==> config.mk <==
export PLATFORM = sky130hd
export DESIGN_NAME = variable_length_record_ring_fifo
export DESIGN_NICKNAME = d
export VERILOG_FILES = /design/src/rtl/vlrf_pkg.sv /design/src/rtl/variable_length_record_ring_fifo.sv /design/src/rtl/vlrf_ring.sv
export VERILOG_INCLUDE_DIRS = /design/src /design/src/rtl
export SDC_FILE = /design/constraint.sdc
export NUM_CORES = 2
export LEC_CHECK = 0
export ABC_AREA = 1
export ABC_CLOCK_PERIOD_IN_PS = 19310
export BUFFER_PORTS_ARGS = -buffer_cell sky130_fd_sc_hd__buf_2
export CORE_MARGIN = 2
export CORE_UTILIZATION = 60
export CTS_CLUSTER_DIAMETER = 40
export DETAILED_ROUTE_END_ITERATION = 7
export PLACE_DENSITY = 0.76
export SYNTH_ARGS = -nofsm -noshare
export SYNTH_HDL_FRONTEND = slang
export SYNTH_SLANG_ARGS = --single-unit
==> constraint.sdc <==
create_clock -name clk -period 19.31 [get_ports clk]
set_input_delay 3.862 -clock clk [delete_from_list [all_inputs] [get_ports clk]]
set_output_delay 3.862 -clock clk [all_outputs]
set_load 0.005 [all_outputs]
==> src/rtl/variable_length_record_ring_fifo_assert.svh <==
// Assertion macros for the variable-length record ring FIFO.
`ifndef VARIABLE_LENGTH_RECORD_RING_FIFO_ASSERT_SVH
`define VARIABLE_LENGTH_RECORD_RING_FIFO_ASSERT_SVH
`ifndef SYNTH
`define VLRF_ASSERT_NOW(label, ante, cons) \
	label: assert property (@(posedge clk) disable iff (!arst_n) (ante) |-> (cons)) \
		else $error("vlrf assertion failed");
`define VLRF_ASSERT_NEXT(label, ante, cons) \
	label: assert property (@(posedge clk) disable iff (!arst_n) (ante) |=> (cons)) \
		else $error("vlrf assertion failed");
`else
`define VLRF_ASSERT_NOW(label, ante, cons)
`define VLRF_ASSERT_NEXT(label, ante, cons)
`endif
`endif

==> src/rtl/vlrf_pkg.sv <==
// Types and codes shared by the record ring FIFO files.
package vlrf_pkg;

	typedef logic [7:0] byte_t;

	typedef enum logic [1:0] {
		CMD_PUSH   = 2'd0,
		CMD_POP    = 2'd1,
		CMD_PEEK   = 2'd2,
		CMD_IGNORE = 2'd3
	} cmd_t;

	typedef enum logic [1:0] {
		ST_OK       = 2'd0,
		ST_NOROOM   = 2'd1,
		ST_EMPTY    = 2'd2,
		ST_MISMATCH = 2'd3
	} status_t;

	typedef enum logic [2:0] {
		S_IDLE,
		S_HDR_WR,
		S_DATA_WR,
		S_HDR_RD,
		S_HDR_ACC,
		S_HDR_CHK,
		S_RD_DATA,
		S_EMIT
	} state_t;

endpackage

==> src/rtl/variable_length_record_ring_fifo.sv <==
// Top level of the variable-length record ring FIFO with its sequencer.
//
//   channel   handshake              payload
//   command   cmd_valid / cmd_ready  command, data_byte, record_length
//   result    rsp_valid / rsp_ready  status, out_byte, byte_valid, last,
//                                    empty_flag, free_bytes
//
// A push byte writes its byte to the ring, after the LENGTH_BYTES header bytes on the first
// byte of a record (only the header for a zero-length record); a dropped byte or command 3
// writes nothing. A pop or peek reads and checks the header, then returns one result per
// record byte or a single result; on an empty queue it returns a single result.
// Reset clears pointers and counts at once; the ring needs no clearing.
// A stalled result holds the sequencer; cmd_ready is high only when idle.
`include "variable_length_record_ring_fifo_assert.svh"

module variable_length_record_ring_fifo #(
	parameter int RING_BYTES   = 256,
	parameter int MAX_RECORD   = 64,
	parameter int LENGTH_BYTES = 1
) (
	input  logic                clk,
	input  logic                arst_n,
	input  logic                cmd_valid,
	output logic                cmd_ready,
	input  vlrf_pkg::cmd_t      command,
	input  logic [7:0]          data_byte,
	input  logic [6:0]          record_length,
	output logic                rsp_valid,
	input  logic                rsp_ready,
	output vlrf_pkg::status_t   status,
	output logic [7:0]          out_byte,
	output logic                byte_valid,
	output logic                last,
	output logic                empty_flag,
	output logic [8:0]          free_bytes
);
	import vlrf_pkg::*;

	localparam int PW  = (RING_BYTES > 1) ? $clog2(RING_BYTES) : 1;
	localparam int FW  = $clog2(RING_BYTES + 1);
	localparam int CW  = ((FW > 8) ? FW : 8) + 1;
	localparam int LKW = (LENGTH_BYTES > 1) ? $clog2(LENGTH_BYTES) : 1;

	function automatic logic [PW-1:0] ring_inc(input logic [PW-1:0] p);
		return (p == PW'(RING_BYTES - 1)) ? '0 : p + PW'(1);
	endfunction

	state_t        state_q, state_d;
	logic [PW-1:0] rp_q, cp_q, wp_q, cur_q;
	logic [FW-1:0] free_q, count_q;
	logic [6:0]    progress_q, push_len_q, len_q, hdr_len_q, rem_q;
	logic          dropping_q, hdr_hi_q, pop_q;
	logic [LKW-1:0] hk_q;
	byte_t         byte_q;
	status_t       res_status_q;

	logic          accept, slot_free, no_room, hk_last, chk_ok, drop_end, push_done;
	logic [CW-1:0] need;
	logic          wr_en, rd_en, load_byte, load_emit;
	logic [PW-1:0] wr_addr;
	byte_t         wr_data, rd_data;

	assign accept    = cmd_valid && cmd_ready;
	assign slot_free = !rsp_valid || rsp_ready;
	assign need      = CW'(LENGTH_BYTES) + CW'(record_length);
	assign no_room   = (record_length > 7'(MAX_RECORD)) || (need > CW'(free_q));
	assign hk_last   = (hk_q == LKW'(LENGTH_BYTES - 1));
	assign chk_ok    = !hdr_hi_q && (hdr_len_q == len_q) && (hdr_len_q <= 7'(MAX_RECORD));
	assign drop_end  = ({1'b0, progress_q} + 8'd1) >= {1'b0, record_length};
	assign push_done = ({1'b0, progress_q} + 8'd1) >= {1'b0, push_len_q};

	always_comb begin
		state_d = state_q;
		unique case (state_q)
			S_IDLE: begin
				if (accept) begin
					unique case (command)
						CMD_PUSH: begin
							priority if (dropping_q)      state_d = S_EMIT;
							else if (progress_q != '0)    state_d = S_DATA_WR;
							else if (no_room)             state_d = S_EMIT;
							else                          state_d = S_HDR_WR;
						end
						CMD_POP, CMD_PEEK: begin
							state_d = (count_q == '0) ? S_EMIT : S_HDR_RD;
						end
						CMD_IGNORE: state_d = S_EMIT;
						default: state_d = S_EMIT;
					endcase
				end
			end
			S_HDR_WR: begin
				if (hk_last) begin
					state_d = (push_len_q == '0) ? S_EMIT : S_DATA_WR;
				end
			end
			S_DATA_WR: state_d = S_EMIT;
			S_HDR_RD:  state_d = S_HDR_ACC;
			S_HDR_ACC: state_d = hk_last ? S_HDR_CHK : S_HDR_RD;
			S_HDR_CHK: state_d = (chk_ok && hdr_len_q != '0) ? S_RD_DATA : S_EMIT;
			S_RD_DATA: begin
				if (slot_free && rem_q == 7'd1) state_d = S_IDLE;
			end
			S_EMIT: begin
				if (slot_free) state_d = S_IDLE;
			end
			default: state_d = S_IDLE;
		endcase
	end

	always_comb begin
		cmd_ready = (state_q == S_IDLE);
		wr_en     = 1'b0;
		wr_addr   = wp_q;
		wr_data   = byte_q;
		rd_en     = 1'b0;
		load_byte = 1'b0;
		load_emit = 1'b0;
		unique case (state_q)
			S_HDR_WR: begin
				wr_en   = 1'b1;
				wr_data = (hk_q == '0) ? {1'b0, push_len_q} : '0;
			end
			S_DATA_WR: wr_en = 1'b1;
			S_HDR_RD:  rd_en = 1'b1;
			S_HDR_CHK: rd_en = chk_ok && (hdr_len_q != '0);
			S_RD_DATA: begin
				load_byte = slot_free;
				rd_en     = slot_free && (rem_q != 7'd1);
			end
			S_EMIT: load_emit = slot_free;
			default: ;
		endcase
	end

	vlrf_ring #(
		.DEPTH (RING_BYTES),
		.AW    (PW)
	) u_ring (
		.clk     (clk),
		.wr_en   (wr_en),
		.wr_addr (wr_addr),
		.wr_data (wr_data),
		.rd_en   (rd_en),
		.rd_addr (cur_q),
		.rd_data (rd_data)
	);

	always_ff @(posedge clk or negedge arst_n) begin
		if (!arst_n) begin
			state_q      <= S_IDLE;
			rp_q         <= '0;
			cp_q         <= '0;
			wp_q         <= '0;
			cur_q        <= '0;
			free_q       <= FW'(RING_BYTES);
			count_q      <= '0;
			progress_q   <= '0;
			dropping_q   <= 1'b0;
			push_len_q   <= '0;
			hk_q         <= '0;
			res_status_q <= ST_OK;
		end else begin
			state_q <= state_d;
			if (wr_en) wp_q  <= ring_inc(wp_q);
			if (rd_en) cur_q <= ring_inc(cur_q);
			unique case (state_q)
				S_IDLE: begin
					hk_q <= '0;
					if (accept) begin
						res_status_q <= ST_OK;
						unique case (command)
							CMD_PUSH: begin
								priority if (dropping_q) begin
									res_status_q <= ST_NOROOM;
									if (drop_end) begin
										dropping_q <= 1'b0;
										progress_q <= '0;
									end else begin
										progress_q <= progress_q + 7'd1;
									end
								end else if (progress_q != '0) begin
								end else if (no_room) begin
									res_status_q <= ST_NOROOM;
									if (record_length > 7'd1) begin
										dropping_q <= 1'b1;
										progress_q <= 7'd1;
									end
								end else begin
									free_q     <= free_q - FW'(need);
									wp_q       <= cp_q;
									push_len_q <= record_length;
								end
							end
							CMD_POP, CMD_PEEK: begin
								if (count_q == '0) res_status_q <= ST_EMPTY;
								cur_q <= rp_q;
							end
							CMD_IGNORE: ;
							default: ;
						endcase
					end
				end
				S_HDR_WR: begin
					hk_q <= hk_q + LKW'(1);
					if (hk_last && push_len_q == '0) begin
						cp_q    <= ring_inc(wp_q);
						count_q <= count_q + FW'(1);
					end
				end
				S_DATA_WR: begin
					if (push_done) begin
						cp_q       <= ring_inc(wp_q);
						count_q    <= count_q + FW'(1);
						progress_q <= '0;
					end else begin
						progress_q <= progress_q + 7'd1;
					end
				end
				S_HDR_ACC: begin
					hk_q <= hk_q + LKW'(1);
				end
				S_HDR_CHK: begin
					if (!chk_ok) begin
						res_status_q <= ST_MISMATCH;
					end else if (pop_q) begin
						free_q  <= free_q + FW'(LENGTH_BYTES) + FW'(hdr_len_q);
						count_q <= count_q - FW'(1);
						if (hdr_len_q == '0) rp_q <= cur_q;
					end
				end
				S_RD_DATA: begin
					if (load_byte && rem_q == 7'd1 && pop_q) rp_q <= cur_q;
				end
				default: ;
			endcase
		end
	end

	always_ff @(posedge clk) begin
		if (accept) begin
			byte_q <= data_byte;
			len_q  <= record_length;
			pop_q  <= (command == CMD_POP);
		end
		if (state_q == S_HDR_ACC) begin
			if (hk_q == '0) begin
				hdr_len_q <= rd_data[6:0];
				hdr_hi_q  <= rd_data[7];
			end else begin
				hdr_hi_q  <= hdr_hi_q | (|rd_data);
			end
		end
		if (state_q == S_HDR_CHK) begin
			rem_q <= hdr_len_q;
		end else if (load_byte) begin
			rem_q <= rem_q - 7'd1;
		end
	end

	always_ff @(posedge clk or negedge arst_n) begin
		if (!arst_n) begin
			rsp_valid <= 1'b0;
		end else if (load_byte || load_emit) begin
			rsp_valid <= 1'b1;
		end else if (rsp_ready) begin
			rsp_valid <= 1'b0;
		end
	end

	always_ff @(posedge clk) begin
		if (load_byte || load_emit) begin
			status     <= load_byte ? ST_OK : res_status_q;
			out_byte   <= load_byte ? rd_data : '0;
			byte_valid <= load_byte;
			last       <= load_emit || (rem_q == 7'd1);
			empty_flag <= (count_q == '0);
			free_bytes <= 9'(free_q);
		end
	end

	`VLRF_ASSERT_NOW(a_free_range, 1'b1, free_q <= FW'(RING_BYTES))
	`VLRF_ASSERT_NOW(a_empty_ptrs, state_q == S_IDLE && count_q == '0, rp_q == cp_q)
	`VLRF_ASSERT_NOW(a_byte_ok, rsp_valid && byte_valid, status == ST_OK)
	`VLRF_ASSERT_NEXT(a_busy_after_accept, accept, !cmd_ready)

endmodule

==> src/rtl/vlrf_ring.sv <==
// Byte ring store: one write port, one read port with registered read data.
module vlrf_ring #(
	parameter int DEPTH = 256,
	parameter int AW    = 8
) (
	input  logic           clk,
	input  logic           wr_en,
	input  logic [AW-1:0]  wr_addr,
	input  vlrf_pkg::byte_t wr_data,
	input  logic           rd_en,
	input  logic [AW-1:0]  rd_addr,
	output vlrf_pkg::byte_t rd_data
);
	import vlrf_pkg::*;

	byte_t mem [DEPTH];

	always_ff @(posedge clk) begin
		if (wr_en) begin
			mem[wr_addr] <= wr_data;
		end
	end

	always_ff @(posedge clk) begin
		if (rd_en) begin
			rd_data <= mem[rd_addr];
		end
	end

endmodule
# Word-level counts from Yosys, hierarchy flattened
# Memories as Yosys holds them, arrays and structs flattened. A register that Yosys moved wholly into a read port is not among the register bits.
# Cells that the tools add are included.
classes:
  n_eq_ne: 33
  addsub: 12
  n_reduce_logical: 44
  mux: 83
  bitwise: 5
  magnitude_cmp: 6
ops:
  columns: ["operator", "count"]
  rows:
  - ["$mux W8", 20]
  - ["$mux W9", 11]
  - ["$mux W7", 11]
  - ["$pmux W8 S2", 2]
  - ["$mux W3", 10]
  - ["$pmux W9 S3", 1]
  - ["$ne A2 B2 Y1 const B", 13]
  - ["$pmux W3 S8", 1]
  - ["$add A9 B1 Y9 const B", 2]
  - ["$pmux W9 S2", 1]
  - ["$mux W1", 17]
  - ["$add A8 B1 Y8 const B", 2]
  - ["$eq A8 B8 Y1 const B", 2]
  - ["$ge A8 B7 Y1", 2]
  - ["$logic_not A7 Y1", 2]
  - ["$pmux W7 S2", 1]
  - ["$reduce_bool A2 Y1", 7]
  - ["$reduce_bool A7 Y1", 2]
  - ["$eq A3 B3 Y1 const B", 4]
  - ["$reduce_and A6 Y1", 2]
  - ["$reduce_and A5 Y1", 2]
  - ["$add A9 B7 Y9", 1]
  - ["$gt A8 B9 Y1", 1]
  - ["$logic_and A1 B1 Y1", 9]
  - ["other kinds (39)", 57]
word_totals:
  input_bits: 21
  n_memories: 1
  regBits: 125
  ram_bits: 2048
  word_cells: 209
mem_list:
  columns: ["name", "words", "word_bits", "rd", "rd_clocked_by_memory_dff", "wr", "line", "text"]
  rows:
  - ["u_ring.mem", 256, 8, 1, 1, 1, "vlrf_ring.sv:16", "byte_t mem [DEPTH];"]

# Logic depth before layout (Yosys ltp)
depth:
  ltp_word: 10
  ltp_mapped: 18

# By module
# A second synthesis with hierarchy kept.
unflattened:
  hier_cells: 8001
  area_unflattened_um2: 91436.4
modules_own_cells:
  columns: ["mod", "seq_area_each_um2", "cells_each", "area_per_inst_um2", "n_inst"]
  rows:
  - ["vlrf_ring", 61739.2, 7003, 83476.3, 1]
  - ["variable_length_record_ring_fifo", 3394.5, 998, 7960.1, 1]

# Least setup slack after synthesis
# Ideal clock, no wire load.
synth_path:
  kind: "register -> register"
  from: "register state_q[1]"
  to: "memory u_ring.mem[0][6] (netlist bit) (data pin)"
  path_slack_ns: 5.754
  synth_period_minus_slack_ns: 13.556
  t_arrival_ns: 11.315
  stages_incl_launch_ff: 5
  required_time_ns: 17.068
  n_path_buf: 1
  cell_sequence: "dfrtp_1 -> nor2_2 -> nand2_4 -> buf_1 -> o31ai_1"
synth_via:
  elab_chain_cells: 2
synth_rtl:
  columns: ["element", "line", "text"]
  rows:
  - ["from (decl)", "variable_length_record_ring_fifo.sv:48", "state_t state_q, state_d;"]
  - ["from (signal assigned)", "variable_length_record_ring_fifo.sv:164", "state_q <= state_d;"]
  - ["$eq A3 B1 Y1", "variable_length_record_ring_fifo.sv:119", "unique case (state_q)"]
  - ["$mux W8", "variable_length_record_ring_fifo.sv:119", null]
  - ["via u_ring.wr_data[6]", "vlrf_ring.sv:9", "input vlrf_pkg::byte_t wr_data,"]
  - ["to (decl)", "vlrf_ring.sv:16", null]
# The timed path passes the listed nets, and every way through them passes these cells.

# Final worst setup path
layout_path:
  from: "register state_q[1]"
  to: "output port cmd_ready"
layout_via:
  elab_chain_cells: 1
layout_rtl:
  columns: ["element", "line", "text"]
  rows:
  - ["$logic_not A3 Y1", "variable_length_record_ring_fifo.sv:112", "cmd_ready = (state_q == S_IDLE);"]
  - ["to (decl)", "variable_length_record_ring_fifo.sv:24", "output logic cmd_ready,"]
# Every way passes these cells.

==> impl_metrics.ini <==
[cells_and_area]
seq_area_um2 = 65100
drive_gt1_share_pct = 6.86
fill_cells = 10645
fin_util_pct = 66.5
syn2layout_area_growth_pct = 10.2
mostFrequentLayoutCell = nand2_1
nets = 8112
multi_input_area_um2 = 23300
mostFrequentLayoutCells = nand2_1, edfxtp_1, nand3_1

[sta]
timing.final.hold_violations = 0
fin_setup_tns_ps = 0
slew-limit-headroom_pct = 15.4
tightest_slew_ps = 1270
clock_skew_ps = 31.5
slew_viol_final = 0
rsz0062_at_grt = false
fmax_ghz = 0.172
finalSetupViolCount = 0
fin_crit_sh_pct = 30.1
layout_min_cycle_time_ps = 5810

[critical_path]
path_max_fanout = 7
cpPeakStageDelay_ps = 460
cp-startpoint = state_q[1]$_DFFE_PN0P_
cp.required_ps = 15450
start_kind = flop
r2r_start = cur_q[0]$_DFF_PN0_
path_cells = nor2_2, inv_2, nor2_4, buf_2
critPathCaptureType = output port
worstSetupPathDepth = 4
worst_r2r_path_depth = 14
worst-path-buf-inv = 2
r2r-end = u_ring.rd_data[5]$_DFFE_PN_
path_delay_family = flip-flops
crit_arrival_ps = 1950
r2r_setup_slack_ps = 13580
cp_slowest_cell = dfrtp_1
path_class = reg -> out

[detailed_routing]
ant_nets = 0
routed_wl_mm = 237
remaining_drc_errors = 0
wl_met1_mm = 89.2
dr.pass1.iters = 7
dr_wl_met3_mm = 27.1
dr.first_iter.drc_count = 9476
viasPerCell = 6.10
wl_per_cell_um = 23.1
top_layer = met5
via_count = 62719
routed-wl-met2_mm = 110

[placement]
port_buffers = 44
dp_hpwl_mm = 128
gp_congestion = 0.939

[cts]
cts_resized = 0
root_buffer = clkbuf_16
cts_setup_buffers = 0
cts_tree = built
clk_latency_ps = 870
cts_max_level = 4
clk_pin_slew_ps = 60
cts_buffer_depth = 3
cts_buffers = 238
clock-sinks = 2181
holdBufCountCts = 0

[floorplanning]
initial_core_util_pct = 60.3
dieHeight_um = 394
die_width_um = 394
die_area_um2 = 156000
rows = 143
core_um2 = 152000
io_pins = 45

[yosys]
yosys_warnings = 0
yosys.area.top_type = edfxtp_1
synth_top_area_share_pct = 69.3
mappedNetlistArea_um2 = 91400
ys_seq_area_share_pct = 71.2
syn-num-nets = 8229
syn_area_per_cell_um2 = 11.2
netlist_top_cells_area = edfxtp_1, nand2_1, nand3_1
synthCells = 8152
synth_cell_type_count = 56
ys_ff_latch = 2181

[hold_path]
min_from = cp_q[5]$_DFFE_PN0P_
hold_depth = 2
hold_path.class = reg -> reg
holdPathEnd = cp_q[5]$_DFFE_PN0P_

[global_route]
gr-total-overflow = 0
track_usage_pct = 30.0
grt_pass1_vias = 59967
grt_max_degree = 256
antenna_found_initial = 5
grt_pass1_wl_mm = 356

[outcome]
status = complete, no violations

[power_and_ir_drop]
power.density_nw_per_um2 = 161
p_leak_nw = 37.3
ir_drop_uv = 149

[run]
maxCapViolCount = 0
## cell families (layout without fill, tap and decap cells)
family	after synthesis	in the layout	share of synthesized area, %
xor gates and xnor gates	36	36	0.345
muxes	1	1	0.0109
AOI/OAI and AO/OA	395	395	2.31
other	0	5	0
and+or+nand+nor	4826	4826	22.0
DFF	2181	2181	71.2
adders and majority gates	56	56	0.791
buffers and inverters	657	747	3.34
## tightest hold or removal path, stage by stage, from the launching register on
cell     delay, ps
dfrtp_1        350
nand2_1         60
nand2_1         50
## Yosys cell counts, drive strengths merged
library cell / instances
and3: 2
o211ai: 11
buf: 394
nand2: 3062
o21bai: 2
nand3b: 3
clkinv: 6
ha: 53
dfstp: 1
xor2: 25
a21boi: 8
o21ai: 62
a21o: 1
nor4: 2
dfrtp: 71
edfxtp: 2109
a211oi: 1
clkbuf: 77
o31ai: 7
nor2: 359
nor3b: 1
a21oi: 289
fa: 3
a32oi: 1
xnor2: 11
nand4: 20
a31oi: 5
inv: 180
a22oi: 1
or2: 10
o22ai: 3
o21a: 1
nand3: 1351
nor3: 16
o311ai: 1
mux2i: 1
o41ai: 2
## where the power goes
group | total (mW) | internal [mW] | switching (mW)
clock network | 4.63 | 2.73 | 1.90
logic | 5.53 | 1.29 | 4.25
registers | 6.05 | 5.91 | 0.141
## flip-flops by register name, summed over array words and instances, names as in the netlist, 9 cells and up
signal      count
count_q         9
free_q          9
u_ring.mem   2048
free_bytes      9
## per-stage QoR
stage                     hold WS (ps)  cells  setup WS, ps  instance area [µm²]  total power, mW
after floorplan                    426   8152          5750                91400             9.93
after global placement             454   9825         12770                92700             11.4
after detailed placement           462   9825         12730                92700             11.5
after CTS                          478  10272         13470               101000             16.1
after global routing               493  10272         13160               101000             16.8
final                              478  10277         13500               101000             16.2
## layer usage
| metal | vias to the layer above | GRT usage, % |
|---|---|---|
| met3 | 665 | 6.28 |
| met4 | 6 | 13.9 |
| met5 | - | 0 |
| li1 | 27973 | - |
| met1 | 30145 | 41.0 |
| met2 | 3930 | 46.8 |
## worst max path at each step
stage	to
finish	cmd_ready
global route	u_ring.rd_data[5]$_DFFE_PN_
CTS	cmd_ready
detailed placement	wp_q[7]$_DFF_PN0_
global placement	wp_q[2]$_DFF_PN0_
floorplan	u_ring.mem[0][6]$_DFFE_PP_
## cell type report
cell class                 instances  area share [%]
clock buffer                     281            6.18
timing repair buffer             114           0.879
sequential                      2181            64.6
inverter                         186           0.741
antenna                            5          0.0124
clock inverter                   166            1.85
tap                             2030            2.52
multi-input combinational       5314            23.2
No activity file was read; power rests on OpenSTA's default activity.
